$ cat src/cds_pkg.sv
package cds_pkg;

	// result status codes
	localparam logic [1:0] STATUS_OK       = 2'd0;
	localparam logic [1:0] STATUS_INVALID  = 2'd1;
	localparam logic [1:0] STATUS_OVERFLOW = 2'd2;

	// operation codes
	localparam logic OP_ADD_DAY   = 1'b0;
	localparam logic OP_ADD_MONTH = 1'b1;

	// accepted text lengths
	localparam logic [3:0] LEN_LONG  = 4'd8;
	localparam logic [3:0] LEN_SHORT = 4'd6;

	localparam logic [7:0] ASCII_ZERO = 8'h30;
	localparam logic [7:0] ASCII_NINE = 8'h39;
	localparam logic [7:0] ASCII_ONE  = 8'h31;

	// four bcd digits of a year, thousands in the top nibble
	typedef logic [15:0] year_bcd_t;

	// gregorian leap rule worked on bcd digits
	function automatic logic bcd_leap(input year_bcd_t y);
		logic yy_div4;
		logic yy_zero;
		logic cc_div4;
		logic [1:0] s_yy;
		logic [1:0] s_cc;
		begin
			// 10*t + o mod 4 equals 2*t + o mod 4
			s_yy    = {y[4], 1'b0} + y[1:0];
			s_cc    = {y[12], 1'b0} + y[9:8];
			yy_div4 = (s_yy == 2'd0);
			cc_div4 = (s_cc == 2'd0);
			yy_zero = (y[7:0] == 8'h00);
			bcd_leap = (yy_div4 && !yy_zero) || (yy_zero && cc_div4);
		end
	endfunction

	// days in month m (1..12) of year y
	function automatic logic [4:0] month_len(input year_bcd_t y, input logic [3:0] m);
		logic [4:0] len;
		begin
			case (m)
				4'd2:    len = bcd_leap(y) ? 5'd29 : 5'd28;
				4'd4,
				4'd6,
				4'd9,
				4'd11:   len = 5'd30;
				default: len = 5'd31;
			endcase
			month_len = len;
		end
	endfunction

	// bcd increment, carry out in the top bit
	function automatic logic [16:0] bcd_inc(input year_bcd_t y);
		logic carry;
		logic [15:0] res;
		logic [3:0] dig;
		begin
			carry = 1'b1;
			res   = '0;
			for (int i = 0; i < 4; i++) begin
				dig = y[4*i +: 4];
				if (carry && dig == 4'd9) begin
					res[4*i +: 4] = 4'd0;
				end else begin
					res[4*i +: 4] = dig + {3'd0, carry};
					carry = 1'b0;
				end
			end
			bcd_inc = {carry, res};
		end
	endfunction

	// value 0..31 as two ascii digits
	function automatic logic [15:0] two_digits(input logic [4:0] v);
		logic [1:0] t;
		logic [4:0] o;
		begin
			if (v >= 5'd30) begin
				t = 2'd3;
				o = v - 5'd30;
			end else if (v >= 5'd20) begin
				t = 2'd2;
				o = v - 5'd20;
			end else if (v >= 5'd10) begin
				t = 2'd1;
				o = v - 5'd10;
			end else begin
				t = 2'd0;
				o = v;
			end
			two_digits = {ASCII_ZERO | {6'd0, t}, ASCII_ZERO | {4'd0, o[3:0]}};
		end
	endfunction

endpackage

$ cat src/cds_in_if.sv
interface cds_in_if;
	import cds_pkg::*;

	logic        valid;
	logic        ready;
	logic        op;
	logic [63:0] date_text;
	logic [3:0]  text_length;

	modport source (output valid, op, date_text, text_length, input ready);
	modport sink (input valid, op, date_text, text_length, output ready);

endinterface

$ cat src/cds_out_if.sv
interface cds_out_if;
	import cds_pkg::*;

	logic        valid;
	logic        ready;
	logic [63:0] out_date_text;
	logic [4:0]  day_count;
	logic [1:0]  status;

	modport source (output valid, out_date_text, day_count, status, input ready);
	modport sink (input valid, out_date_text, day_count, status, output ready);

endinterface

$ cat src/calendar_date_step.sv
// Gregorian date stepper: each beat on date_in carries an ASCII date (YYYYMMDD, or YYMMDD
// read as 19YY) and an operation, add one day or add one month (day clamped to the length
// of the next month), and gives one beat on date_out with the new date as eight ASCII
// digits, the calendar days moved and a status (0 ok, 1 bad input, 2 year past 9999; date
// and day count are zero on error). The block is a four-stage pipeline (parse, range check
// and step, year carry and clamp, text formatting into the output register): it takes a
// date in every cycle while date_out does not stall, and a result passes through the stage
// registers s1, s2, s3 and s4 in turn and is offered on date_out from s4.
// Each stage holds its beat while the one after it is full,
// so a stall on date_out fills the pipeline before date_in drops ready.
module calendar_date_step
	import cds_pkg::*;
(
	input  logic         clk,
	input  logic         arst_n,
	cds_in_if.sink       date_in,
	cds_out_if.source    date_out
);

	// per-stage handshake
	logic valid_s1, valid_s2, valid_s3, valid_s4;
	logic ready_s1, ready_s2, ready_s3, ready_s4;

	assign ready_s4 = !valid_s4 || date_out.ready;
	assign ready_s3 = !valid_s3 || ready_s4;
	assign ready_s2 = !valid_s2 || ready_s3;
	assign ready_s1 = !valid_s1 || ready_s2;
	assign date_in.ready = ready_s1;

	always_ff @(posedge clk or negedge arst_n) begin
		if (!arst_n) begin
			valid_s1 <= 1'b0;
			valid_s2 <= 1'b0;
			valid_s3 <= 1'b0;
			valid_s4 <= 1'b0;
		end else begin
			if (ready_s1) valid_s1 <= date_in.valid;
			if (ready_s2) valid_s2 <= valid_s1;
			if (ready_s3) valid_s3 <= valid_s2;
			if (ready_s4) valid_s4 <= valid_s3;
		end
	end

	// stage 1: character checks and field split
	logic [7:0]  ch [8];
	logic        fmt_ok;
	logic        len_ok;
	year_bcd_t   year_c;
	logic [6:0]  month_c;
	logic [6:0]  day_c;

	always_comb begin
		len_ok = (date_in.text_length == LEN_LONG) || (date_in.text_length == LEN_SHORT);
		for (int i = 0; i < 8; i++) begin
			if (date_in.text_length == LEN_SHORT) begin
				if (i == 0)      ch[i] = ASCII_ONE;
				else if (i == 1) ch[i] = ASCII_NINE;
				else             ch[i] = date_in.date_text[63 - 8*(i-2) -: 8];
			end else begin
				ch[i] = date_in.date_text[63 - 8*i -: 8];
			end
		end
		fmt_ok = len_ok;
		for (int i = 0; i < 8; i++) begin
			if (ch[i] < ASCII_ZERO || ch[i] > ASCII_NINE) fmt_ok = 1'b0;
		end
		year_c  = {ch[0][3:0], ch[1][3:0], ch[2][3:0], ch[3][3:0]};
		month_c = 7'(ch[4][3:0]) * 7'd10 + 7'(ch[5][3:0]);
		day_c   = 7'(ch[6][3:0]) * 7'd10 + 7'(ch[7][3:0]);
		// year of 1900 or later
		if (year_c[15:12] < 4'd1 || (year_c[15:12] == 4'd1 && year_c[11:8] != 4'd9))
			fmt_ok = 1'b0;
	end

	logic        ok_s1;
	logic        op_s1;
	year_bcd_t   year_s1;
	logic [6:0]  month_s1;
	logic [6:0]  day_s1;

	always_ff @(posedge clk) begin
		if (ready_s1) begin
			ok_s1    <= fmt_ok;
			op_s1    <= date_in.op;
			year_s1  <= year_c;
			month_s1 <= month_c;
			day_s1   <= day_c;
		end
	end

	// stage 2: month and day range, step to the next date
	logic        ok_c2;
	logic [4:0]  mlen_c2;
	logic [4:0]  nm_c2;
	logic [4:0]  nd_c2;
	logic        carry_c2;

	always_comb begin
		mlen_c2 = month_len(year_s1, month_s1[3:0]);
		ok_c2   = ok_s1 && month_s1 >= 7'd1 && month_s1 <= 7'd12
			&& day_s1 >= 7'd1 && day_s1 <= 7'(mlen_c2);
		if (op_s1 == OP_ADD_DAY && day_s1[4:0] != mlen_c2) begin
			nm_c2 = month_s1[4:0];
			nd_c2 = day_s1[4:0] + 5'd1;
		end else begin
			nm_c2 = month_s1[4:0] + 5'd1;
			nd_c2 = (op_s1 == OP_ADD_DAY) ? 5'd1 : day_s1[4:0];
		end
		carry_c2 = (nm_c2 == 5'd13);
		if (carry_c2) nm_c2 = 5'd1;
	end

	logic        ok_s2;
	logic        op_s2;
	year_bcd_t   year_s2;
	logic [4:0]  day_s2;
	logic [4:0]  mlen_s2;
	logic [3:0]  nm_s2;
	logic [4:0]  nd_s2;
	logic        carry_s2;

	always_ff @(posedge clk) begin
		if (ready_s2) begin
			ok_s2    <= ok_c2;
			op_s2    <= op_s1;
			year_s2  <= year_s1;
			day_s2   <= day_s1[4:0];
			mlen_s2  <= mlen_c2;
			nm_s2    <= nm_c2[3:0];
			nd_s2    <= nd_c2;
			carry_s2 <= carry_c2;
		end
	end

	// stage 3: year carry, clamp and day count
	logic [16:0] inc_c3;
	year_bcd_t   ny_c3;
	logic        ovf_c3;
	logic [4:0]  nlen_c3;
	logic [4:0]  nd_c3;
	logic [5:0]  days_c3;
	logic [1:0]  status_c3;

	always_comb begin
		inc_c3  = bcd_inc(year_s2);
		ny_c3   = carry_s2 ? inc_c3[15:0] : year_s2;
		ovf_c3  = carry_s2 && inc_c3[16];
		nlen_c3 = month_len(ny_c3, nm_s2);
		nd_c3   = nd_s2;
		days_c3 = 6'd1;
		if (op_s2 == OP_ADD_MONTH) begin
			if (nd_s2 > nlen_c3) nd_c3 = nlen_c3;
			days_c3 = 6'(mlen_s2) - 6'(day_s2) + 6'(nd_c3);
		end
		if (!ok_s2)      status_c3 = STATUS_INVALID;
		else if (ovf_c3) status_c3 = STATUS_OVERFLOW;
		else             status_c3 = STATUS_OK;
	end

	logic [1:0]  status_s3;
	year_bcd_t   ny_s3;
	logic [3:0]  nm_s3;
	logic [4:0]  nd_s3;
	logic [4:0]  days_s3;

	always_ff @(posedge clk) begin
		if (ready_s3) begin
			status_s3 <= status_c3;
			ny_s3     <= ny_c3;
			nm_s3     <= nm_s2;
			nd_s3     <= nd_c3;
			days_s3   <= days_c3[4:0];
		end
	end

	// stage 4: ascii formatting into the output register
	logic [63:0] text_c4;

	always_comb begin
		text_c4 = {ASCII_ZERO | {4'd0, ny_s3[15:12]}, ASCII_ZERO | {4'd0, ny_s3[11:8]},
			ASCII_ZERO | {4'd0, ny_s3[7:4]}, ASCII_ZERO | {4'd0, ny_s3[3:0]},
			two_digits({1'b0, nm_s3}), two_digits(nd_s3)};
	end

	logic [63:0] text_s4;
	logic [4:0]  days_s4;
	logic [1:0]  status_s4;

	always_ff @(posedge clk) begin
		if (ready_s4) begin
			status_s4 <= status_s3;
			text_s4   <= (status_s3 == STATUS_OK) ? text_c4 : 64'd0;
			days_s4   <= (status_s3 == STATUS_OK) ? days_s3 : 5'd0;
		end
	end

	assign date_out.valid         = valid_s4;
	assign date_out.out_date_text = text_s4;
	assign date_out.day_count     = days_s4;
	assign date_out.status        = status_s4;

	// checks
	a_status_code: assert property (@(posedge clk) disable iff (!arst_n)
		valid_s4 |-> (status_s4 == STATUS_OK || status_s4 == STATUS_INVALID
			|| status_s4 == STATUS_OVERFLOW))
		else $error("status code out of range");

	a_error_zero: assert property (@(posedge clk) disable iff (!arst_n)
		valid_s4 && status_s4 != STATUS_OK |-> text_s4 == 64'd0 && days_s4 == 5'd0)
		else $error("error result carries data");

	a_ok_days: assert property (@(posedge clk) disable iff (!arst_n)
		valid_s4 && status_s4 == STATUS_OK |-> days_s4 != 5'd0)
		else $error("good result with zero day count");

	a_stage_hold: assert property (@(posedge clk) disable iff (!arst_n)
		valid_s1 && !ready_s2 |=> valid_s1 && $stable(year_s1))
		else $error("stalled first stage lost its beat");

endmodule

$ cat src/flat_wrapper.sv
// flat-port wrapper written by rule: the top's interface ports become plain ports
module calendar_date_step_flat import cds_pkg::*;
  (clk, arst_n, date_in_valid, date_in_op, date_in_date_text, date_in_text_length, date_in_ready, date_out_valid, date_out_out_date_text, date_out_day_count, date_out_status, date_out_ready);
  cds_in_if date_in_i ();
  cds_out_if date_out_i ();
  input  logic clk;
  input  logic arst_n;
  input wire logic [$bits(date_in_i.valid)-1:0] date_in_valid;
  input wire logic [$bits(date_in_i.op)-1:0] date_in_op;
  input wire logic [$bits(date_in_i.date_text)-1:0] date_in_date_text;
  input wire logic [$bits(date_in_i.text_length)-1:0] date_in_text_length;
  output wire logic [$bits(date_in_i.ready)-1:0] date_in_ready;
  output wire logic [$bits(date_out_i.valid)-1:0] date_out_valid;
  output wire logic [$bits(date_out_i.out_date_text)-1:0] date_out_out_date_text;
  output wire logic [$bits(date_out_i.day_count)-1:0] date_out_day_count;
  output wire logic [$bits(date_out_i.status)-1:0] date_out_status;
  input wire logic [$bits(date_out_i.ready)-1:0] date_out_ready;
  assign date_in_i.valid = date_in_valid;
  assign date_in_i.op = date_in_op;
  assign date_in_i.date_text = date_in_date_text;
  assign date_in_i.text_length = date_in_text_length;
  assign date_in_ready = date_in_i.ready;
  assign date_out_valid = date_out_i.valid;
  assign date_out_out_date_text = date_out_i.out_date_text;
  assign date_out_day_count = date_out_i.day_count;
  assign date_out_status = date_out_i.status;
  assign date_out_i.ready = date_out_ready;
  calendar_date_step u_core (.clk(clk), .arst_n(arst_n), .date_in(date_in_i), .date_out(date_out_i));
endmodule
$ cat config.mk
export PLATFORM = sky130hd
export DESIGN_NAME = calendar_date_step_flat
export DESIGN_NICKNAME = d
export VERILOG_FILES = /design/src/cds_pkg.sv /design/src/cds_in_if.sv /design/src/cds_out_if.sv /design/src/calendar_date_step.sv /design/src/flat_wrapper.sv
export SDC_FILE = /design/constraint.sdc
export NUM_CORES = 1
export LEC_CHECK = 0
export BUFFER_PORTS_ARGS = -buffer_cell sky130_fd_sc_hd__buf_2
export CAP_MARGIN = 20
export CELL_PAD_IN_SITES_DETAIL_PLACEMENT = 1
export CELL_PAD_IN_SITES_GLOBAL_PLACEMENT = 1
export CORE_MARGIN = 2
export CORE_UTILIZATION = 41
export CTS_BUF_LIST = sky130_fd_sc_hd__clkbuf_2
export CTS_CLUSTER_DIAMETER = 60
export DETAILED_ROUTE_END_ITERATION = 6
export GPL_TIMING_DRIVEN = 1
export HOLD_SLACK_MARGIN = 0.1
export PLACE_DENSITY = 0.89
export SYNTH_ARGS = -nofsm -noshare
export SYNTH_HDL_FRONTEND = slang
export SYNTH_SLANG_ARGS = --single-unit
$ cat constraint.sdc
create_clock -name clk -period 4.5 [get_ports clk]
set_clock_uncertainty 0.05 [all_clocks]
set_input_delay 0.675 -clock clk [delete_from_list [all_inputs] [get_ports clk]]
set_output_delay 0.675 -clock clk [all_outputs]
set_load 0.02 [all_outputs]
==> run summary, run 1 <==
Status: complete, but fails checks
Failing checks: negative setup slack
Fin crit share: 1.02
I/O pin count: 146
Slack of the critical path: -0.0875 ns
Sequential share of the synthesized area: 0.557
Nets: 872
Die ar.: 19200 µm²
Max-Cap Viols: 0
Layout cell share with drive strength beyond 1: 0.297
Sum Neg Setup Slack: -0.146 ns
Area grow syn2layout: 16.5%
Data required, critical path: 4.91 ns
FILL cells: 1975
Yosys top cell area share: 0.543
RSZ-0062 raised after global routing: yes
Clock transition at path regs: 0.19 ns
CORE AREA: 17800 µm²
Final Cell Area: 8630 µm²
H-tree levels: 4
Crit Reg-Reg Endpoint: u_core.days_s3[4]
Vias per inst: 5.04
Syn Std Cell Area: 7410 µm²
Worst Tran Pin Value: 0.652 ns
Pre-Repair DR Iteration Count: 4
GRT Total Usage: 0.172
Post-Route WL: 16100 µm
Pwr/cell area: 421 nW/µm²
Clock sinks: 138
Wire length per cell: 16.2 µm
CTS max path bufs: 2
ANT nets after route: 0
Ranking of synthesized cells by area: edfxtp_1 54%, ha_1 6.9%, buf_4 3.6%, mux2_2 2.4%, and2_1 2.3%
DIE HEIGHT: 138 µm
WS Path Type: register to register
WP data arrival: 5.00 ns
Clk_lat worst skew: 0.68 ns
Setup Viol. Count Final: 3
Mean Syn Cell Area: 12.1 µm²
Yosys reg bits: 138
Row cnt: 49
Mapped Cells: 613
Initial DRC count: 202
Fmax: 0.218 GHz
DRC violations left: 0
R2r startpoint: u_core.year_s2[1]
Rel. slew slack: 0.564
Cell with the most instances after synthesis: edfxtp_1
R2R cell count: 23
Worst setup EP type: register
Crit start category: register
Min cycle time layout: 4.59 ns
Ys flop type: edfxtp_1
Max IR drop VDD: 181 µV
I/O Buffers: 124
Setup slack at placement: -0.168 ns
Fin. Hold Viols: 0
TritonCTS buffer count: 17
Yosys cell types: 64
Vias in the first global route: 5314
RePlAce Congestion: 0.815
Class of the worst hold path: input port to async pin
Pleak: 3.61 nW
DR vias: 5012
Die width: 138 µm
Root Buffer: clkbuf_2
Fin util: 0.484
Share of flip-flops with an asynchronous set or reset: 0.0290
Largest net degree at the start of global routing: 37
First-pass GRT wire length: 26300 µm
Commonest cells in the netlist: 134 x edfxtp_1, 41 x ha_1, 41 x inv_1
Post-synth EDFFs: 134
Total gr overflow: 0
Initial antenna violation count: 1
FF-to-FF setup slack: -0.09 ns
Synth warn: 0
Initial core utilization: 0.415
Post-DP Area: 8270 µm²
Crit path max fanout: 4
Area leader, netlist: edfxtp_1
HPWL Detailed: 12800 µm
Max-slew violations: 0
TritonCTS clock tree: built
layer usage:
| metal | routed length (µm) | track usage |
|---|---|---|
| met5 | 0 | 0 |
| met4 | 297 | 0.0661 |
| met3 | 820 | 0.0388 |
| met2 | 8450 | 0.316 |
| met1 | 6530 | 0.194 |
flip-flops by register name, indices dropped and copies added, names as in the netlist, 2 cells and up:
name,count
u_core.date_out.out_date_text,28
u_core.ny_s3,16
u_core.year_s1,16
u_core.year_s2,16
u_core.day_s1,7
u_core.month_s1,7
u_core.date_out.day_count,5
u_core.day_s2,5
u_core.days_s3,5
u_core.nd_s2,5
u_core.nd_s3,5
u_core.nm_s2,4
u_core.nm_s3,4
u_core.date_out.status,2
u_core.mlen_s2,2
u_core.status_s3,2
worst max-delay path, cell delays in order, from the launching register on:
cell and delay [ns]:
edfxtp_1 0.42, and4bb_4 0.40, ha_4 0.16, ha_4 0.21, and4b_1 0.25, o21ai_1 0.07
a32oi_1 0.25, nor4b_4 0.25, a21oi_2 0.09, nor2b_1 0.14, ha_2 0.19, nor2b_2 0.04
o2111ai_2 0.18, a21oi_2 0.09, nor2_1 0.14, a21oi_2 0.06, fa_1 0.54, inv_1 0.06
fa_2 0.33, inv_1 0.06, a21o_1 0.11, a21oi_2 0.05, xnor2_1 0.11, and2_1 0.13
placed cells by master, fill, tap and decap left out, drive strengths merged, types with 12 or more instances in the layout:
cell    synthesis  final
clkbuf         10     18
xnor2          19     19
nor2           37     37
nor2b          18     18
a21oi          29     29
nand2          33     33
ha             41     41
conb            1     21
and2           27     27
o21ai          24     24
buf            44    151
mux2           18     18
nor3           12     12
edfxtp        134    134
inv            43     43
cell families (layout without fill, tap and decap cells):
| logic type | Yosys count | after routing | synth area share |
|---|---|---|---|
| compound gates | 83 | 83 | 0.0679 |
| flops | 138 | 138 | 0.557 |
| xor+xnor | 26 | 26 | 0.0307 |
| fa+ha+maj | 47 | 47 | 0.0855 |
| other cells | 1 | 22 | 0.000506 |
| mux | 29 | 29 | 0.0437 |
| simple gates | 192 | 192 | 0.145 |
| buf+inv | 97 | 229 | 0.0703 |
power by group:
part           internal [W]  switching, W
Sequential          0.00171      0.000162
Clock              0.000361      0.000428
Combinational      0.000424      0.000551
Total               0.00249       0.00114
through the flow:
stage | std cells | hold slack, ns | power (W)
finish | 995 | 0.247 | 0.00363
CTS | 991 | 0.129 | 0.00366
global placement | 954 | 0.355 | 0.00276
global route | 995 | 0.140 | 0.00386
floorplan | 633 | 0.329 | 0.00255
detailed placement | 955 | 0.356 | 0.00285
layout make-up:
cell class | instances | area, µm² | area share
clock buffers | 18 | 90.1 | 0.0104
well taps | 229 | 287 | 0.0332
clock inverters | 14 | 180 | 0.0209
repair buffers | 154 | 873 | 0.101
flip-flops and latches | 138 | 4120 | 0.478
inverters | 43 | 161 | 0.0187
multi-input cells | 398 | 2920 | 0.338
diodes | 1 | 2.50 | 0.000290
how the worst max path moves through the flow:
| stage | to | slack (ns) | depth (start not counted) | start |
|---|---|---|---|---|
| finish | u_core.days_s3[4] | -0.09 | 23 | u_core.year_s2[1] |
| global placement | u_core.days_s3[4] | 0.03 | 23 | u_core.year_s2[1] |
| CTS | u_core.days_s3[4] | -0.09 | 23 | u_core.year_s2[2] |
| floorplan | u_core.days_s3[4] | -0.01 | 24 | u_core.year_s2[1] |
| detailed placement | u_core.days_s3[4] | -0.17 | 23 | u_core.year_s2[1] |
| global route | u_core.days_s3[4] | -0.35 | 23 | u_core.year_s2[1] |
what timing repair did:
item / 4_1_cts / 5_1_grt
endpoints found under the setup margin: 3 / 4
buffers inserted: 1 / 3
hold buffers: 3 / 0
pin swaps: 8 / 5
gates resized for setup: 3 / 4
hold endpoints to repair: 6 / 0
(Power assumes the default switching activity.)
==> run 2, diff against run 1 <==
--- a/config.mk
+++ b/config.mk
@@ -10,13 +10,13 @@
 export CELL_PAD_IN_SITES_DETAIL_PLACEMENT = 1
 export CELL_PAD_IN_SITES_GLOBAL_PLACEMENT = 1
 export CORE_MARGIN = 2
-export CORE_UTILIZATION = 41
+export CORE_UTILIZATION = 35
 export CTS_BUF_LIST = sky130_fd_sc_hd__clkbuf_2
 export CTS_CLUSTER_DIAMETER = 60
 export DETAILED_ROUTE_END_ITERATION = 6
 export GPL_TIMING_DRIVEN = 1
 export HOLD_SLACK_MARGIN = 0.1
-export PLACE_DENSITY = 0.89
+export PLACE_DENSITY_LB_ADDON = 0.1
 export SYNTH_ARGS = -nofsm -noshare
 export SYNTH_HDL_FRONTEND = slang
 export SYNTH_SLANG_ARGS = --single-unit
==> run 2 against run 1 <==
Against the previous run:
- the flow still finishes with violations (negative setup slack)
- die area rose by 17%
- routed wire length fell by 7.2%
- sequential power barely moved
- combinational power fell by 0.7%
- first-iteration DRC count fell by 39%
- register-to-register slack barely moved
- utilization fell by 6.8 points
==> run summary, run 2 (synthesis results as in run 1) <==
Status: complete, but fails checks (unchanged)
Failing checks: negative setup slack (unchanged)
Wire length per cell: 14.3 µm (was 16.2 µm)
Clock transition at path regs: 0.18 ns (was 0.19 ns)
CTS max path bufs: 2 (unchanged)
Worst Tran Pin Value: 0.692 ns (was 0.652 ns)
Pwr/cell area: 412 nW/µm² (was 421 nW/µm²)
Pleak: 3.62 nW (was 3.61 nW)
Reg area: 4120 µm² (unchanged)
Initial DRC count: 124 (was 202)
Sw Share: 0.305 (was 0.314)
Area occupied by multi-input gates: 2930 µm² (was 2920 µm²)
Initial antenna violation count: 1 (unchanged)
ANT nets after route: 0 (unchanged)
Fin. Hold Viols: 0 (unchanged)
Clock sinks: 138 (unchanged)
Clk pwr share: 0.210 (was 0.217)
Root Buffer: clkbuf_2 (unchanged)
R2r startpoint: u_core.year_s2[1] (unchanged)
First-pass GRT wire length: 24000 µm (was 26300 µm)
WS Path Type: register to register (unchanged)
Fin crit share: 1.02 (about the same)
Largest net degree at the start of global routing: 37 (unchanged)
Net Switching: 0.00109 W (was 0.00114 W)
Setup Viol. Count Final: 3 (unchanged)
Initial core utilization: 0.355 (was 0.415)
Final Cell Area: 8680 µm² (was 8630 µm²)
GRT Total Usage: 0.137 (was 0.172)
Crit path max fanout: 3 (was 4)
RePlAce Congestion: 0.814 (was 0.815)
Rel. slew slack: 0.538 (was 0.564)
Sum Neg Setup Slack: -0.110 ns (was -0.146 ns)
I/O Buffers: 124 (unchanged)
DR vias: 4831 (was 5012)
DRC violations left: 0 (unchanged)
Fin util: 0.416 (was 0.484)
Data required, critical path: 4.89 ns (was 4.91 ns)
HPWL Detailed: 12000 µm (was 12800 µm)
Sequential share of power: 0.519 (was 0.515)
FILL cells: 2300 (was 1975)
Origin of the worst min-delay path: date_in_date_text[56]
Crit path from: u_core.year_s2[1] (unchanged)
Most frequent cells in the layout: 134 x edfxtp_1, 124 x buf_2, 39 x inv_1 (was 134 x edfxtp_1, 124 x buf_2, 41 x inv_1)
RSZ-0062 raised after global routing: yes (unchanged)
Row cnt: 53 (was 49)
Die ar.: 22300 µm² (was 19200 µm²)
Slack of the critical path: -0.0747 ns (was -0.0875 ns)
WP data arrival: 4.96 ns (was 5.00 ns)
Pre-Repair DR Iteration Count: 4 (unchanged)
Fmax: 0.219 GHz (was 0.218 GHz)
Crit start category: register (unchanged)
Post-DP Area: 8330 µm² (was 8270 µm²)
Max IR drop VDD: 120 µV (was 181 µV)
CORE AREA: 20900 µm² (was 17800 µm²)
Max-Cap Viols: 0 (unchanged)
Commonest non-fill, non-tap cell in the layout: edfxtp_1 (unchanged)
Nets: 875 (was 872)
Layout cell share with drive strength beyond 1: 0.299 (was 0.297)
I/O pin count: 146 (unchanged)
Total gr overflow: 0 (unchanged)
H-tree levels: 4 (unchanged)
Worst setup EP type: register (unchanged)
Vias per inst: 4.63 (was 5.04)
Vias in the first global route: 4993 (was 5314)
Max FFs per register: 28 (unchanged)
TritonCTS clock tree: built (unchanged)
Post-Route WL: 14900 µm (was 16100 µm)
Class of the worst hold path: input port to register (was input port to async pin)
Comb pwr share: 0.270 (was 0.268)
Die width: 149 µm (was 138 µm)
Internal power: 0.00249 W (about the same)
Max-slew violations: 0 (unchanged)
Area grow syn2layout: 17.2% (was 16.5%)
Clk_lat worst skew: 0.66 ns (was 0.68 ns)
DIE HEIGHT: 149 µm (was 138 µm)
Min cycle time layout: 4.57 ns (was 4.59 ns)
TritonCTS buffer count: 17 (unchanged)
[run 2: cell count changes in the layout (fill, tap and decap cells not counted), sizes merged]
cell | before | now
buf | 151 | 154
clkinv | 7 | 9
clkinvlp | 3 | 0
[run 2: worst paths after layout]
| check | slack, ns | end | cells past startpoint |
|---|---|---|---|
| max | -0.07 | u_core.days_s3[4] | 23 |
| min | 0.28 | u_core.year_s1[12] | 2 |
| max reg2reg | -0.07 | u_core.days_s3[4] | 23 |
| min reg2reg | 0.41 | u_core.year_s2[14] | 0 |
| max in group asynchronous | 4.00 | u_core.valid_s1 | 2 |
| min in group asynchronous | 0.29 | u_core.date_out.valid | 2 |
[run 2: metrics by stage]
step / cells / setup slack (ns) / power (W) / hold WS (ns)
after CTS: 1040 / -0.0344 / 0.00362 / 0.177
after floorplan: 633 / -0.0129 / 0.00255 / 0.329
after global placement: 1004 / -0.00224 / 0.00279 / 0.362
after detailed placement: 1004 / -0.291 / 0.00284 / 0.365
final: 1043 / -0.0747 / 0.00358 / 0.282
after global routing: 1043 / -0.263 / 0.00382 / 0.173
[run 2: per-layer routing]
metal / vias up / GRT usage / part of all wire / routed length (µm)
met1: 2247 / 0.162 / 0.44 / 6610
met2: 142 / 0.242 / 0.49 / 7380
met5: - / 0 / 0 / 0
met4: 0 / 0.0524 / 0.017 / 250
met3: 19 / 0.0305 / 0.047 / 707
li1: 2423 / - / - / -
[run 2: critical path, cell delays in order, from the launching register on]
cell and delay [ns]:
edfxtp_1 0.41, and4bb_4 0.38, ha_4 0.16, ha_4 0.21
and4b_1 0.24, o21ai_1 0.07, a32oi_1 0.27, nor4b_4 0.26
a21oi_2 0.10, nor2b_1 0.16, ha_2 0.19, nor2b_2 0.04
o2111ai_2 0.18, a21oi_2 0.08, nor2_1 0.13, a21oi_2 0.05
fa_1 0.52, inv_2 0.05, fa_2 0.36, inv_2 0.06
a21o_1 0.11, a21oi_2 0.05, xnor2_1 0.11, and2_1 0.13
[run 2: repair_timing]
action,in CTS,in global routing
gates resized for setup,8,4
buffers inserted,2,2
hold endpoints to repair,6,0
endpoints found under the setup margin,3,3
hold buffers,3,0
pin swaps,12,3
[run 2: power by group through the flow]
stage | Sequential [W] | Combinational [W] | Clock [W]
6_report | 0.00186 | 0.000968 | 0.000753
5_1_grt | 0.00189 | 0.00109 | 0.000834
4_1_cts | 0.00186 | 0.000971 | 0.000787
3_5_place_dp | 0.00189 | 0.000947 | 0
3_3_place_gp | 0.00188 | 0.000911 | 0
2_1_floorplan | 0.00189 | 0.000669 | 0
[run 2: area by class of cell]
class | instances | area share
Sequential cell | 138 | 0.475
Multi-Input combinational cell | 398 | 0.337
Timing Repair Buffer | 157 | 0.101
Tap cell | 275 | 0.0396
Inverter | 43 | 0.0186
Clock inverter | 13 | 0.0182
Clock buffer | 18 | 0.0104
Antenna cell | 1 | 0.000288
